## src/rtl/core/ibt_pkg.sv

```systemverilog
// shared constants, status codes and control structs for the interval booking table
// used by every module under rtl/core; depends on nothing else
`default_nettype none

package ibt_pkg;

    // table size and time field width
    localparam int CAPACITY   = 1024;
    localparam int TIME_BITS  = 30;
    localparam int ADDR_BITS  = $clog2(CAPACITY);
    localparam int COUNT_BITS = $clog2(CAPACITY + 1);

    // stream packing: two time fields in, one status out, padded to bytes
    localparam int STATUS_BITS   = 2;
    localparam int IN_DATA_BITS  = ((2 * TIME_BITS + 7) / 8) * 8;
    localparam int OUT_DATA_BITS = ((STATUS_BITS + 7) / 8) * 8;

    // result codes
    localparam logic [STATUS_BITS-1:0] ST_BOOKED  = 2'd0;
    localparam logic [STATUS_BITS-1:0] ST_OVERLAP = 2'd1;
    localparam logic [STATUS_BITS-1:0] ST_FULL    = 2'd2;

    typedef logic [TIME_BITS-1:0] time_t;
    typedef logic [ADDR_BITS-1:0] addr_t;

    // write port of the interval store
    typedef struct packed {
        logic  en;
        addr_t addr;
        time_t start_time;
        time_t end_time;
    } mem_wr_t;

    // read port of the interval store
    typedef struct packed {
        logic  en;
        addr_t addr;
    } mem_rd_t;

    // finished result handed from the sequencer to the output register
    typedef struct packed {
        logic                   valid;
        logic [STATUS_BITS-1:0] status;
    } resp_t;

endpackage

`default_nettype wire

```

## src/rtl/core/ibt_seq.sv

```systemverilog
// request sequencer: walks the stored intervals through one comparator pair,
// then appends or rejects; depends on ibt_pkg
`default_nettype none

module ibt_seq (
    input  wire logic             clk,
    input  wire logic             rst_n,
    input  wire logic             in_valid,
    output logic                  in_ready,
    input  wire ibt_pkg::time_t   in_start,
    input  wire ibt_pkg::time_t   in_end,
    output ibt_pkg::mem_wr_t      wr,
    output ibt_pkg::mem_rd_t      rd,
    input  wire ibt_pkg::time_t   rd_start,
    input  wire ibt_pkg::time_t   rd_end,
    output ibt_pkg::resp_t        resp,
    input  wire logic             resp_ready
);

    localparam logic [1:0] S_IDLE = 2'd0;
    localparam logic [1:0] S_SCAN = 2'd1;
    localparam logic [1:0] S_BOOK = 2'd2;
    localparam logic [1:0] S_RESP = 2'd3;

    localparam logic [ibt_pkg::COUNT_BITS-1:0] FULL_COUNT =
        ibt_pkg::COUNT_BITS'(ibt_pkg::CAPACITY);

    logic [1:0]                       state_reg, state_next;
    logic [ibt_pkg::COUNT_BITS-1:0]   count_reg, count_next;
    logic [ibt_pkg::COUNT_BITS-1:0]   idx_reg, idx_next;
    logic                             rd_vld_reg, rd_vld_next;
    logic [ibt_pkg::STATUS_BITS-1:0]  status_reg, status_next;
    ibt_pkg::time_t                   start_reg, start_next;
    ibt_pkg::time_t                   end_reg, end_next;

    logic issue;
    logic overlap;

    // shared comparator pair against the entry read last cycle
    assign overlap = (start_reg < rd_end) && (end_reg > rd_start);
    assign issue   = (state_reg == S_SCAN) && (idx_reg < count_reg);

    assign in_ready = (state_reg == S_IDLE);

    assign rd.en   = issue;
    assign rd.addr = idx_reg[ibt_pkg::ADDR_BITS-1:0];

    assign wr.en         = (state_reg == S_BOOK);
    assign wr.addr       = count_reg[ibt_pkg::ADDR_BITS-1:0];
    assign wr.start_time = start_reg;
    assign wr.end_time   = end_reg;

    assign resp.valid  = (state_reg == S_RESP);
    assign resp.status = status_reg;

    // next-state logic
    always_comb
    begin
        state_next  = state_reg;
        count_next  = count_reg;
        idx_next    = idx_reg;
        rd_vld_next = 1'b0;
        status_next = status_reg;
        start_next  = start_reg;
        end_next    = end_reg;
        case (state_reg)
            S_IDLE:
            begin
                if (in_valid)
                begin
                    start_next = in_start;
                    end_next   = in_end;
                    idx_next   = '0;
                    if (count_reg == FULL_COUNT)
                    begin
                        status_next = ibt_pkg::ST_FULL;
                        state_next  = S_RESP;
                    end
                    else
                    begin
                        state_next = S_SCAN;
                    end
                end
            end
            S_SCAN:
            begin
                // early exit on the first conflict
                if (rd_vld_reg && overlap)
                begin
                    status_next = ibt_pkg::ST_OVERLAP;
                    state_next  = S_RESP;
                end
                else
                begin
                    rd_vld_next = issue;
                    if (issue)
                    begin
                        idx_next = idx_reg + 1'b1;
                    end
                    else if (!rd_vld_reg)
                    begin
                        state_next = S_BOOK;
                    end
                end
            end
            S_BOOK:
            begin
                count_next  = count_reg + 1'b1;
                status_next = ibt_pkg::ST_BOOKED;
                state_next  = S_RESP;
            end
            S_RESP:
            begin
                if (resp_ready)
                begin
                    state_next = S_IDLE;
                end
            end
            default:
            begin
                state_next = S_IDLE;
            end
        endcase
    end

    // control registers
    always_ff @(posedge clk or negedge rst_n)
    begin
        if (!rst_n)
        begin
            state_reg  <= S_IDLE;
            count_reg  <= '0;
            idx_reg    <= '0;
            rd_vld_reg <= 1'b0;
        end
        else
        begin
            state_reg  <= state_next;
            count_reg  <= count_next;
            idx_reg    <= idx_next;
            rd_vld_reg <= rd_vld_next;
        end
    end

    // request and result payload
    always_ff @(posedge clk)
    begin
        status_reg <= status_next;
        start_reg  <= start_next;
        end_reg    <= end_next;
    end

endmodule

`default_nettype wire

```

## config.mk

```make
export PLATFORM = sky130hd
export DESIGN_NAME = ibt_seq
export DESIGN_NICKNAME = d
export VERILOG_FILES = /design/src/rtl/core/ibt_pkg.sv /design/src/rtl/core/ibt_seq.sv
export SDC_FILE = /design/constraint.sdc
export NUM_CORES = 1
export LEC_CHECK = 0
export BUFFER_PORTS_ARGS = -buffer_cell sky130_fd_sc_hd__buf_2
export CORE_ASPECT_RATIO = 1.1
export CORE_UTILIZATION = 53
export CTS_BUF_LIST = sky130_fd_sc_hd__clkbuf_4 sky130_fd_sc_hd__clkbuf_8 sky130_fd_sc_hd__clkbuf_16
export DETAILED_ROUTE_END_ITERATION = 16
export GPL_TIMING_DRIVEN = 0
export HOLD_SLACK_MARGIN = 0.1
export PLACE_DENSITY = 0.92
export SLEW_MARGIN = 20
export SYNTH_ARGS = -nofsm -noshare
export SYNTH_HDL_FRONTEND = slang
export SYNTH_SLANG_ARGS = --single-unit
```

## constraint.sdc

```tcl
create_clock -name clk -period 7.3 [get_ports clk]
set_clock_uncertainty 0.1 [all_clocks]
set_input_delay 0.365 -clock clk [delete_from_list [all_inputs] [get_ports clk]]
set_output_delay 0.365 -clock clk [all_outputs]
set_load 0.1 [all_outputs]
```

==> impl_metrics.env, run 1 <==
export IMPL_drv_cap=0
export IMPL_antenna_found_initial=0
export IMPL_outcome="complete, no violations"
export IMPL_finalHoldViolCount=0
export IMPL_yosysSeqAreaShare_pct=47.8
export IMPL_critPathMaxFanout=3
export IMPL_cp_slowest_stage_delay_ns=0.45
export IMPL_finalNonFillerCells=880
export IMPL_fmax_mhz=305
export IMPL_total_power_mw=2.46
export IMPL_period_minus_slack_ns=3.28
export IMPL_synth_area_leaders="edfxtp_1, ha_1, dfrtp_1"
export IMPL_grt_max_degree=30
export IMPL_synth_main_ff_cell="edfxtp_1"
export IMPL_rsz0062_at_grt="false"
export IMPL_cts_tree="done"
export IMPL_fin_crit_sh_pct=44.9
export IMPL_overflow=0
export IMPL_power_leakage_nw=3.59
export IMPL_worst_setup_path_start_kind="flip-flop"
export IMPL_netlist_instances=475
export IMPL_drcViolationCount=0
export IMPL_drt_wirelength_per_cell_microns=17.6
export IMPL_place_gp_congestion=0.882
export IMPL_p_int_mw=1.16
export IMPL_critPathCaptureType="flip-flop"
export IMPL_first_iter_violations=210
export IMPL_layout_nets=958
export IMPL_synth_edff_count=62
export IMPL_htree_levels=3
export IMPL_setup_slack_ns=4.02
export IMPL_pin_count=210
export IMPL_setup_viol_count_final=0
export IMPL_min_path_type="primary input to flip-flop"
export IMPL_yosysMostFrequentCell="inv_1"
export IMPL_cts_sinks=87
export IMPL_root_buffer="clkbuf_8"
export IMPL_worst_pin_slew_ns=0.588
export IMPL_crit_arrival_ns=3.18
export IMPL_comb_power_share_pct=55.9
export IMPL_ant_nets=0
export IMPL_crit_family="simple AND/OR/NAND/NOR gates"
export IMPL_core_sq_mm=0.00944
export IMPL_initial_core_util_pct=55.1
export IMPL_via_per_inst=5.46
export IMPL_cts_buffer_depth=2
export IMPL_vdd_drop_max_uv=313
export IMPL_crit_chain="ha_1 -> nand4_1 -> nor4_1 -> nor3b_2 -> o31a_1 -> o211ai_2 -> or2_2 -> a221oi_1"
export IMPL_syn2layout_area_growth_pct=39.5
export IMPL_crit_buf_inv=0
export IMPL_place_area_sq_mm=0.00645
export IMPL_place_hpwl_mm=10.5
export IMPL_postCtsSetupBuffers=0
export IMPL_fin_setup_tns_ns=0
export IMPL_grt_pass1_wl_mm=23.9
export IMPL_post_place_ws_ns=4.06
export IMPL_critPathRequiredTime_ns=7.21
export IMPL_post_synth_instance_area_sq_mm=0.00520
export IMPL_yosys_top_cells_count="inv_1, ha_1, edfxtp_1"
export IMPL_post_place_cells=803
export IMPL_ys_types=57
export IMPL_slew_headroom_pct=60.8
export IMPL_cts_buffers=9
export IMPL_synth_top_area_share_pct=35.8
export IMPL_power_switching_mw=1.31
export IMPL_path_class="flip-flop to flip-flop"
export IMPL_fin_area_sq_mm=0.00726
export IMPL_firstDrtPassIters=5
export IMPL_die_h_microns=106
export IMPL_yosysTopAreaCell="edfxtp_1"
export IMPL_yosys_register_bits=87
export IMPL_seqPwrFrac_pct=30.5
export IMPL_layout_drive_gt1_share_pct=35.4
export IMPL_vias=4805
export IMPL_die_area_sq_mm=0.0102
export IMPL_sw_frac_of_total_pct=53.0
export IMPL_insertion_delay_ns=0.36
export IMPL_async_flop_share_pct=28.7
export IMPL_slowest_stage="nor4_1"
export IMPL_grt_pass1_vias=4920
export IMPL_fillers=591
export IMPL_synth_nets=675
export IMPL_rows=37
export IMPL_die_w_microns=96.5
export IMPL_drv_slew=0
export IMPL_grt_use_total_pct=31.6
export IMPL_port_buffers=209
export IMPL_p_per_area_mw_per_mm2=340
export IMPL_syn_avg_cell_area_sq_um=10.9
export IMPL_drt_wl_total_mm=15.5
export IMPL_yosys_warnings=0
export IMPL_power_frac_clock_pct=13.6
export IMPL_n_antenna_cell=0
export IMPL_cts_reportedPaths_clkPinSlew_ns=0.09
## cells in the final DEF, fill, tap and decap left out, types with 3 or more instances in the layout
| cell | count |
|---|---|
| nor2_1 | 12 |
| nand3_1 | 19 |
| inv_1 | 80 |
| buf_4 | 21 |
| o21ai_0 | 10 |
| nand4_1 | 11 |
| xnor2_1 | 9 |
| clkbuf_4 | 4 |
| a21o_1 | 6 |
| or4_1 | 3 |
| clkbuf_8 | 10 |
| dfrtp_1 | 25 |
| nand2b_1 | 3 |
| dlygate4sd3_1 | 62 |
| o211ai_1 | 4 |
| edfxtp_1 | 62 |
| buf_2 | 210 |
| nor4_1 | 5 |
| o211ai_2 | 3 |
| a21oi_1 | 32 |
| and4_1 | 3 |
| a31oi_1 | 5 |
| nand2_1 | 37 |
| ha_1 | 76 |
## logic make-up (layout without fill, tap and decap cells)
logic type               Yosys count  in the layout  share of synthesized area [%]
AO/OA/AOI/OAI                     88             88                           12.0
multiplexers                       2              2                          0.385
AND/OR/NAND/NOR                  105            105                           10.3
adder cells (fa/ha/maj)           76             76                           18.3
XOR/XNOR                          10             10                           1.68
flip-flops                        87             87                           47.8
buffers and inverters            107            395                           9.55
## layout make-up
type                       count  area, sq um  area share (%)
buffer                        26          191            2.64
clock buffer                  15          193            2.66
clock inverter                 1         3.75          0.0517
inverter                      81          305            4.21
multi-input combinational    281         2220            30.7
sequential                    87         2490            34.3
tap                          117          146            2.02
timing repair buffer         272         1700            23.5
## metrics by stage
stage	hold slack [ns]	util [%]
global placement	0.289	67.7
global route	0.362	76.8
CTS	0.334	76.8
detailed placement	0.294	68.3
finish	0.360	76.8
floorplan	-0.0306	-
## power by group through the flow
stage / clock, mW / combinational [mW] / sequential, mW
after floorplan: 0 / 0.648 / 1.19
after global placement: 0 / 1.28 / 0.761
after detailed placement: 0 / 1.34 / 0.758
after CTS: 0.342 / 1.36 / 0.749
after global routing: 0.363 / 1.45 / 0.768
final: 0.335 / 1.38 / 0.752
## worst paths after layout
| check | startpoint | cells past startpoint | to | slack (ns) |
|---|---|---|---|---|
| setup / recovery | end_reg[28]$_DFFE_PP_ | 8 | status_reg[1]$_DFFE_PP_ | 4.02 |
| hold / removal | in_valid | 3 | status_reg[0]$_DFFE_PP_ | 0.36 |
| setup reg to reg | end_reg[28]$_DFFE_PP_ | 8 | status_reg[1]$_DFFE_PP_ | 4.02 |
| hold reg to reg | count_reg[10]$_DFFE_PN0P_ | 1 | count_reg[10]$_DFFE_PN0P_ | 0.38 |
| max in group asynchronous | rst_n | 2 | state_reg[0]$_DFFE_PN0P_ | 6.25 |
| min in group asynchronous | rst_n | 2 | count_reg[2]$_DFFE_PN0P_ | 0.46 |
## worst reg2reg max path, cell delays in order, from the launching register on
cell and delay (ns):
edfxtp_1 0.43, ha_1 0.35, nand4_1 0.22, nor4_1 0.45, nor3b_2 0.28, o31a_1 0.19, o211ai_2 0.13, or2_2 0.36
a221oi_1 0.44
## timing repair
item | 4_1_cts | 5_1_grt
gates resized for setup | 0 | 0
setup endpoints to repair | 0 | 0
endpoints found under the hold margin | 85 | 0
hold buffers | 61 | 0
## routing by layer
layer / routed length, microns / share of wire (%) / global-route usage (%) / vias to the layer above
met5: 0 / 0 / 0 / -
met4: 667 / 4.3 / 19.5 / 0
met3: 1420 / 9.2 / 10.6 / 62
met2: 7990 / 52 / 54.1 / 248
met1: 5380 / 35 / 32.5 / 2247
li1: - / - / - / 2248
Power figures use the tool's default switching activity.
==> inputs of run 2 (changes only) <==
--- a/config.mk
+++ b/config.mk
@@ -7,12 +7,12 @@
 export LEC_CHECK = 0
 export BUFFER_PORTS_ARGS = -buffer_cell sky130_fd_sc_hd__buf_2
 export CORE_ASPECT_RATIO = 1.1
-export CORE_UTILIZATION = 53
+export CORE_UTILIZATION = 44
 export CTS_BUF_LIST = sky130_fd_sc_hd__clkbuf_4 sky130_fd_sc_hd__clkbuf_8 sky130_fd_sc_hd__clkbuf_16
 export DETAILED_ROUTE_END_ITERATION = 16
 export GPL_TIMING_DRIVEN = 0
 export HOLD_SLACK_MARGIN = 0.1
-export PLACE_DENSITY = 0.92
+export PLACE_DENSITY = 0.82
 export SLEW_MARGIN = 20
 export SYNTH_ARGS = -nofsm -noshare
 export SYNTH_HDL_FRONTEND = slang
==> constraint.sdc (replaced) <==
create_clock -name clk -period 2.68 [get_ports clk]
set_clock_uncertainty 0.1 [all_clocks]
set_input_delay 0.134 -clock clk [delete_from_list [all_inputs] [get_ports clk]]
set_output_delay 0.134 -clock clk [all_outputs]
set_load 0.1 [all_outputs]
==> run 2 against run 1 <==
Compared with the run above: the flow now finishes with violations (negative setup slack); critical path depth increased by 3; cell count increased by 4.9%; combinational power increased to 2.9 times the previous value; sequential share of layout area decreased by 1.8 points; clock power increased to 3.5 times the previous value; flip-flop and latch count unchanged; clock-buffer cell count decreased by 3; fmax increased by 9.1%; via count decreased by 0.67%; largest cell class unchanged; sequential power increased to 2.7 times the previous value; largest power group unchanged; power increased to 2.9 times the previous value.
==> impl_metrics.env, run 2 (same netlist as run 1, synthesis figures left out) <==
export IMPL_finalNonFillerCells=923
export IMPL_final_cell_mix="buf_2, inv_1, ha_1"
export IMPL_die_area_sq_mm=0.0123
export IMPL_setup_slack_ns=-0.324
export IMPL_antenna_found_initial=0
export IMPL_final_common_cell="buf_2"
export IMPL_critPathMaxFanout=9
export IMPL_fin_setup_tns_ns=-3.71
export IMPL_port_buffers=209
export IMPL_worst_pin_slew_ns=0.589
export IMPL_slew_headroom_pct=60.3
export IMPL_cp_slowest_stage_delay_ns=0.44
export IMPL_vdd_drop_max_uv=745
export IMPL_grt_use_total_pct=24.6
export IMPL_drt_wirelength_per_cell_microns=16.9
export IMPL_power_leakage_nw=3.72
export IMPL_min_path_type="primary input to flip-flop"
export IMPL_via_per_inst=5.17
export IMPL_p_per_area_mw_per_mm2=941
export IMPL_path_class="flip-flop to flip-flop"
export IMPL_grt_pass1_vias=4851
export IMPL_first_iter_violations=263
export IMPL_layout_drive_gt1_share_pct=38.7
export IMPL_htree_levels=3
export IMPL_initial_core_util_pct=45.3
export IMPL_cts_tree="done"
export IMPL_insertion_delay_ns=0.33
export IMPL_syn2layout_area_growth_pct=47.3
export IMPL_place_gp_congestion=0.911
export IMPL_pin_count=210
export IMPL_core_sq_mm=0.0115
export IMPL_grt_pass1_wl_mm=23.4
export IMPL_crit_arrival_ns=3.09
export IMPL_crit_family="compound AO/OA/AOI/OAI gates"
export IMPL_overflow=0
export IMPL_cts_buffers=9
export IMPL_post_place_cells=836
export IMPL_crit_buf_inv=2
export IMPL_critPathRequiredTime_ns=2.77
export IMPL_drv_cap=0
export IMPL_cts_buffer_depth=2
export IMPL_die_w_microns=106
export IMPL_cts_sinks=87
export IMPL_drt_wl_total_mm=15.6
export IMPL_die_h_microns=116
export IMPL_firstDrtPassIters=4
export IMPL_fmax_mhz=333
export IMPL_fin_crit_sh_pct=112
export IMPL_vias=4773
export IMPL_worst_setup_path_start_kind="flip-flop"
export IMPL_crit_chain="ha_1 -> nand4_1 -> buf_4 -> nor2_2 -> a221o_1 -> a211o_1 -> o211ai_4 -> o21ai_2 -> buf_6 -> o311ai_0 -> o211ai_1"
export IMPL_root_buffer="clkbuf_16"
export IMPL_layout_nets=968
export IMPL_cts_reportedPaths_clkPinSlew_ns=0.07
export IMPL_slowest_stage="edfxtp_1"
export IMPL_period_minus_slack_ns=3.00
export IMPL_ant_nets=0
export IMPL_rows=41
export IMPL_outcome="finished with violations"
export IMPL_grt_max_degree=29
export IMPL_violations="negative setup slack"
export IMPL_drcViolationCount=0
export IMPL_n_antenna_cell=0
export IMPL_place_hpwl_mm=10.9
export IMPL_setup_viol_count_final=15
export IMPL_drv_slew=0
export IMPL_rsz0062_at_grt="true"
export IMPL_finalHoldViolCount=0
export IMPL_holdWs_ns=0.153
export IMPL_critPathCaptureType="flip-flop"
==> run 2: repair_timing <==
action,in CTS,in global routing
gates resized for setup,7,6
hold buffers,61,0
setup endpoints to repair,17,17
buffers inserted,2,9
endpoints found under the hold margin,85,0
pin swaps,2,3
==> run 2: metrics by stage <==
| stage | power, mW | instance area (sq um) | utilization (%) | worst slack (ns) |
|---|---|---|---|---|
| after floorplan | 5.10 | 5330 | - | -0.428 |
| after global placement | 5.68 | 6570 | 57.2 | -0.500 |
| after detailed placement | 5.82 | 6610 | 57.5 | -0.347 |
| after CTS | 7.13 | 7550 | 65.7 | -0.200 |
| after global routing | 7.51 | 7660 | 66.7 | -0.405 |
| final | 7.21 | 7660 | 66.7 | -0.324 |
==> run 2: worst paths after layout <==
kind	from	endpoint	slack, ns	cells past startpoint
min in group asynchronous	rst_n	idx_reg[0]$_DFFE_PN0P_	0.24	2
max in group asynchronous	rst_n	state_reg[1]$_DFFE_PN0P_	1.86	2
setup / recovery	end_reg[26]$_DFFE_PP_	idx_reg[10]$_DFFE_PN0P_	-0.32	11
hold reg to reg	count_reg[10]$_DFFE_PN0P_	count_reg[10]$_DFFE_PN0P_	0.38	1
setup reg to reg	end_reg[26]$_DFFE_PP_	idx_reg[10]$_DFFE_PN0P_	-0.32	11
hold / removal	in_valid	status_reg[0]$_DFFE_PP_	0.15	3
==> run 2: area by class of cell <==
class                   count  area [sq um]
plain buffers              25           190
clock buffers              12           254
clock inverters             4          23.8
fillers                   826          3830
inverters                  81           317
multi-input cells         281          2410
flip-flops and latches     87          2490
well taps                 150           188
repair buffers            283          1790
==> run 2: tightest hold or removal path, stage by stage <==
cell      delay (ns)
buf_2           0.11
nand2_1         0.09
a221oi_4        0.07
==> run 2: power breakdown <==
part / switching, mW / internal, mW / leakage [nW]
logic: 2.95 / 1.04 / 2.69
registers: 0.257 / 1.79 / 0.895
clock network: 0.506 / 0.672 / 0.143
==> run 2: layer usage <==
metal / global-route usage, % / vias to the layer above / share of wire, %
met3: 4.56 / 42 / 6.5
met1: 27.5 / 2237 / 38
met4: 11.1 / 0 / 3.1
li1: - / 2263 / -
met2: 45.8 / 231 / 52
met5: 0 / - / 0
